==> src/dwc_pkg.sv <==
// shared types, constants and calendar tables for the date and weekday checker
// no dependencies
package dwc_pkg;

  // field widths
  localparam int unsigned YearW    = 14;
  localparam int unsigned MonthW   = 4;
  localparam int unsigned DayW     = 5;
  localparam int unsigned WeekdayW = 3;

  // shifted year (year + 400, less 1 in january and february) fits in 15 bits
  localparam int unsigned ShYearW  = YearW + 1;
  // year / 4 and shifted year / 4
  localparam int unsigned Y4W      = YearW - 2;
  localparam int unsigned A4W      = ShYearW - 2;

  // floor(x / 25) = (x * 5243) >> 17 for every x below 43690
  localparam int unsigned RecipW     = 13;
  localparam logic [RecipW-1:0] Recip25 = 13'd5243;
  localparam int unsigned RecipShift = 17;
  localparam int unsigned ProdAW     = A4W + RecipW;
  localparam int unsigned ProdYW     = Y4W + RecipW;
  // quotient by 25 of a value below 6400 fits in 8 bits
  localparam int unsigned QuotW      = 8;

  localparam logic [ShYearW-1:0] YearOffset = 15'd400;
  localparam int unsigned        SumW       = 15;
  localparam int unsigned        ShiftDayW  = 6;

  // month, weekday and leap day codes
  localparam logic [MonthW-1:0]   MonthJan = 4'd1;
  localparam logic [MonthW-1:0]   MonthFeb = 4'd2;
  localparam logic [MonthW-1:0]   MonthDec = 4'd12;
  localparam logic [WeekdayW-1:0] WeekdaySat = 3'd6;
  localparam logic [DayW-1:0]     DayLeap    = 5'd29;

  // input word fields
  typedef struct packed {
    logic [WeekdayW-1:0] weekday;
    logic [DayW-1:0]     day;
    logic [MonthW-1:0]   month;
    logic [YearW-1:0]    year;
  } in_word_t;

  // stage one to stage two
  typedef struct packed {
    logic [ShYearW-1:0]   sh_year;
    logic [ProdAW-1:0]    prod_a;
    logic [Y4W-1:0]       year4;
    logic [ProdYW-1:0]    prod_y;
    logic [1:0]           year_lo;
    logic [ShiftDayW-1:0] shift_day;
    logic [WeekdayW-1:0]  weekday;
    logic                 base_ok;
    logic                 len_ok;
    logic                 feb29;
  } s1_t;

  // stage two to stage three
  typedef struct packed {
    logic [SumW-1:0]     sum;
    logic [WeekdayW-1:0] weekday;
    logic                date_ok;
  } s2_t;

  // month length, february as a common year
  function automatic logic [DayW-1:0] month_len(input logic [MonthW-1:0] m);
    logic [DayW-1:0] len;
    case (m)
      4'd1, 4'd3, 4'd5, 4'd7, 4'd8, 4'd10, 4'd12: len = 5'd31;
      4'd4, 4'd6, 4'd9, 4'd11:                   len = 5'd30;
      4'd2:                                      len = 5'd28;
      default:                                   len = 5'd0;
    endcase
    return len;
  endfunction

  // weekday offset of the first of each month for the shifted year
  function automatic logic [WeekdayW-1:0] month_shift(input logic [MonthW-1:0] m);
    logic [WeekdayW-1:0] sh;
    case (m)
      4'd1:    sh = 3'd0;
      4'd2:    sh = 3'd3;
      4'd3:    sh = 3'd2;
      4'd4:    sh = 3'd5;
      4'd5:    sh = 3'd0;
      4'd6:    sh = 3'd3;
      4'd7:    sh = 3'd5;
      4'd8:    sh = 3'd1;
      4'd9:    sh = 3'd4;
      4'd10:   sh = 3'd6;
      4'd11:   sh = 3'd2;
      4'd12:   sh = 3'd4;
      default: sh = 3'd0;
    endcase
    return sh;
  endfunction

endpackage

==> src/dwc_front.sv <==
// stage one: range checks, shifted year and reciprocal products for /25
// depends on dwc_pkg
module dwc_front #(
  parameter int unsigned MAX_YEAR = 9999
) (
  input  logic             clk_i,
  input  logic             rst_ni,
  input  logic             valid_i,
  output logic             ready_o,
  input  dwc_pkg::in_word_t word_i,
  output logic             valid_o,
  input  logic             ready_i,
  output dwc_pkg::s1_t     stage_o
);

  logic         valid_q;
  dwc_pkg::s1_t stage_d, stage_q;
  logic [dwc_pkg::A4W-1:0] a4;
  logic early;

  assign ready_o = !valid_q || ready_i;
  assign valid_o = valid_q;
  assign stage_o = stage_q;

  // january and february count in the previous year
  assign early = (word_i.month <= dwc_pkg::MonthFeb);

  always_comb begin
    stage_d.sh_year = dwc_pkg::ShYearW'(word_i.year) + dwc_pkg::YearOffset
                    - dwc_pkg::ShYearW'(early);
    a4 = stage_d.sh_year[dwc_pkg::ShYearW-1:2];
    stage_d.prod_a = dwc_pkg::ProdAW'(a4) * dwc_pkg::ProdAW'(dwc_pkg::Recip25);
    stage_d.year4 = word_i.year[dwc_pkg::YearW-1:2];
    stage_d.prod_y = dwc_pkg::ProdYW'(stage_d.year4)
                   * dwc_pkg::ProdYW'(dwc_pkg::Recip25);
    stage_d.year_lo = word_i.year[1:0];
    stage_d.shift_day = dwc_pkg::ShiftDayW'(dwc_pkg::month_shift(word_i.month))
                      + dwc_pkg::ShiftDayW'(word_i.day);
    stage_d.weekday = word_i.weekday;
    stage_d.base_ok = (32'(word_i.year) <= MAX_YEAR)
                    && (word_i.month >= dwc_pkg::MonthJan)
                    && (word_i.month <= dwc_pkg::MonthDec)
                    && (word_i.weekday <= dwc_pkg::WeekdaySat)
                    && (word_i.day != '0);
    stage_d.len_ok = (word_i.day <= dwc_pkg::month_len(word_i.month));
    stage_d.feb29 = (word_i.month == dwc_pkg::MonthFeb) && (word_i.day == dwc_pkg::DayLeap);
  end

  // valid bit
  always_ff @(posedge clk_i or negedge rst_ni) begin
    if (!rst_ni) begin
      valid_q <= 1'b0;
    end else if (ready_o) begin
      valid_q <= valid_i;
    end
  end

  // payload
  always_ff @(posedge clk_i) begin
    if (valid_i && ready_o) begin
      stage_q <= stage_d;
    end
  end

endmodule

==> config.mk <==
export PLATFORM = sky130hd
export DESIGN_NAME = dwc_front
export DESIGN_NICKNAME = d
export VERILOG_FILES = /design/src/dwc_pkg.sv /design/src/dwc_front.sv
export SDC_FILE = /design/constraint.sdc
export NUM_CORES = 1
export LEC_CHECK = 0
export ABC_AREA = 0
export BUFFER_PORTS_ARGS = -buffer_cell sky130_fd_sc_hd__clkbuf_2
export CAP_MARGIN = 40
export CORE_UTILIZATION = 66
export CTS_CLUSTER_SIZE = 30
export DETAILED_ROUTE_END_ITERATION = 12
export GPL_ROUTABILITY_DRIVEN = 0
export PLACE_DENSITY = 0.95
export RECOVER_POWER = 25
export SYNTH_ARGS = -nofsm -noshare
export SYNTH_HDL_FRONTEND = slang
export SYNTH_SLANG_ARGS = --single-unit
==> constraint.sdc <==
create_clock -name clk_i -period 9.5 [get_ports clk_i]
set_input_delay 0.475 -clock clk_i [delete_from_list [all_inputs] [get_ports clk_i]]
set_output_delay 0.475 -clock clk_i [all_outputs]
set_load 0.005 [all_outputs]
==> flow_summary_export.csv <==
group,metric,value,unit
critical_path,r2r_setup_slack,7.45,ns
die,fp.dieH,129,um
grt,grt_use_total,31.1,%
drt,drtPass1Iterations,7,
drt,via_per_inst,5.95,
clocking,htree_levels,3,
synthesis,synthArstFlopShare,1.10,%
critical_path,ff2ff_path_depth,3,
grt,grt_pass1_wl,39200,um
clocking,cts_tree,"done",
clocking,clockRootBuffer,"clkbuf_16",
clocking,post_cts_resized,0,
die,core,0.0154,mm^2
critical_path,slowest_stage,"fa_1",
cells_and_area,fin_nets,1443,
clocking,clk_latency,0.36,ns
grt,grt_antenna_before_repair,0,
die,io_pins,124,
timing,fin_tns_setup,0,ns
cells_and_area,layout-drive-gt1-share,10.6,%
synthesis,syn_avg_cell_area,10.7,um^2
timing,hold-worst-slack,0.325,ns
drt,wl,24700,um
timing,setup_viol_count_final,0,
grt,grt_max_degree,58,
synthesis,synth_edf_count,90,
critical_path,worstSetupStartpointType,"input port",
synthesis,synth_top_cell_area_share,25.6,%
critical_path,cp.required,9.61,ns
critical_path,path_common_cell,"inv_1",
min_path,min-delay-path-class,"in2reg",
flow_run,maxCapViolCount,0,
critical_path,slowest_delay,0.55,ns
synthesis,synthCells,985,
drt,via_count,7844,
timing,final.setup_skew,0.00694,ns
clocking,postCtsSetupBuffers,0,
timing,min_period_over_period,81.4,%
placement,portBuffers,123,
clocking,clock-sinks,91,
synthesis,synthTopCellsByArea,"edfxtp_1 (26%), ha_1 (24%), fa_1 (20%)",
die,rows,45,
synthesis,synth_ff_type,"edfxtp_1",
critical_path,worstReg2RegEnd,"stage_o[89]",
timing,setup_ws,1.76,ns
timing,fmax,129,MHz
cells_and_area,n_antenna_cell,0,
min_path,min_to,"valid_o",
die,floorplan.initialDensity,68.6,%
timing,finalHoldViolCount,0,
drt,avgRoutedWirePerCell,18.7,um
placement,dp_hpwl,19600,um
die,die_area,0.0165,mm^2
drt,drc,0,
timing,relSlewSlack,38.8,%
synthesis,ys_seq_area_share,25.8,%
synthesis,yosysWarnings,0,
placement,dpl.cell_count,1302,
synthesis,synth.cells.most_frequent,"inv_1 (212), ha_1 (205), fa_1 (105)",
drt,antenna_left,0,
drt,drt_iter0_drc,757,
die,die_x,129,um
timing,drv_slew,0,
synthesis,netlist_area,0.0106,mm^2
grt,grt_overflow,0,
clocking,postCtsHoldBufs,1,
synthesis,synth_area_leader_cell,"edfxtp_1",
grt,grt_pass1_vias,8051,
critical_path,crit_fanout,7,
synthesis,yosys_register_bits,91,
timing,period_needed,7.74,ns
critical_path,worstSetupPathType,"in2reg",
min_path,hold_start,"valid_i",
clocking,clk_pin_slew_worst_paths,0.07,ns
synthesis,synth.distinct_cells,66,
clocking,cts_made_buffers,9,
cells_and_area,area_growth_syn_to_layout,9.85,%
synthesis,synth.most_common_cell,"inv_1",
timing,rsz0062_at_grt,"no",
critical_path,r2r_start,"valid_o",
critical_path,cp-end-kind,"flop",
cells_and_area,final-instance-count-excl-fill,1319,
critical_path,cp_data_arrival_time,7.85,ns
clocking,clk_path_buf_depth,2,
run_status,status,"finished clean",
timing,tightest_slew,0.911,ns
min_path,hold-path-cell-count,2,
synthesis,syn_nets,1325,
placement,place_ws,1.51,ns
[cell type report]
type	count	area [um^2]
multi-input combinational	663	6960
fill	1032	3810
sequential	91	2730
inverter	212	796
timing repair buffer	126	582
tap	211	264
clock buffer	9	225
clock inverter	7	60.1
[flip-flops by register name (all words and copies together), names as in the netlist]
| signal | flops |
|---|---|
| valid_o | 1 |
| stage_o | 90 |
[per-layer routing]
layer / share of wire, % / track usage [%]
met2: 52 / 56.9
met5: 0 / 0
met1: 37 / 35.6
met3: 5.5 / 3.87
met4: 5.0 / 16.7
[metrics by stage]
step | utilization, % | instance area [um^2]
after global routing | 75.3 | 11600
final | 75.3 | 11600
after global placement | 73.7 | 11400
after detailed placement | 73.8 | 11400
after floorplan | - | 10600
after CTS | 75.7 | 11700
[critical path: cells and delay by family]
kind	cells	cell delay (ns)
AO/OA/AOI/OAI	8	1.98
adder cells (fa/ha/maj)	10	3.60
buffers and inverters	10	0.78
multiplexers	1	0.39
AND/OR/NAND/NOR	3	0.62
[cell usage in the layout, fill, tap and decap left out, drive strengths merged, types with 2 or more instances in the layout]
cell	instances
nand2b	9
a311o	2
nor3	9
xnor2	47
a21o	14
clkinv	2
a211oi	8
a31oi	8
nand4	11
and2	3
nor2	36
nand2	39
ha	205
buf	3
nor4	3
or2	3
o21a	5
edfxtp	90
xor2	10
fa	105
o22ai	3
a21oi	57
o311ai	2
and3	3
nor2b	6
mux2i	2
nand3	15
o21ai	33
o31ai	3
clkbuf	131
o21bai	2
inv	216
o41ai	2
[how the worst max path moves through the flow]
stage	start	endpoint	slack [ns]	cells after the start
5_1_grt	word_i[14]	stage_o[74]	1.37	32
2_1_floorplan	word_i[16]	stage_o[74]	2.26	30
3_5_place_dp	word_i[14]	stage_o[74]	1.51	32
3_3_place_gp	word_i[14]	stage_o[74]	1.86	32
6_report	word_i[14]	stage_o[74]	1.76	32
4_1_cts	word_i[14]	stage_o[74]	1.85	32
[cells by family (layout without fill, tap and decap cells)]
| kind of cell | Yosys count | after routing | share of synthesized area [%] |
|---|---|---|---|
| mux | 3 | 3 | 0.296 |
| simple gates | 140 | 140 | 6.58 |
| buf+inv | 231 | 354 | 8.39 |
| fa+ha+maj | 310 | 310 | 44.1 |
| xor+xnor | 57 | 57 | 4.90 |
| flops | 91 | 91 | 25.8 |
| compound gates | 153 | 153 | 9.93 |
Power is not shown: default switching activity piles up to over one toggle a cycle in this logic, so the estimate is an artifact.
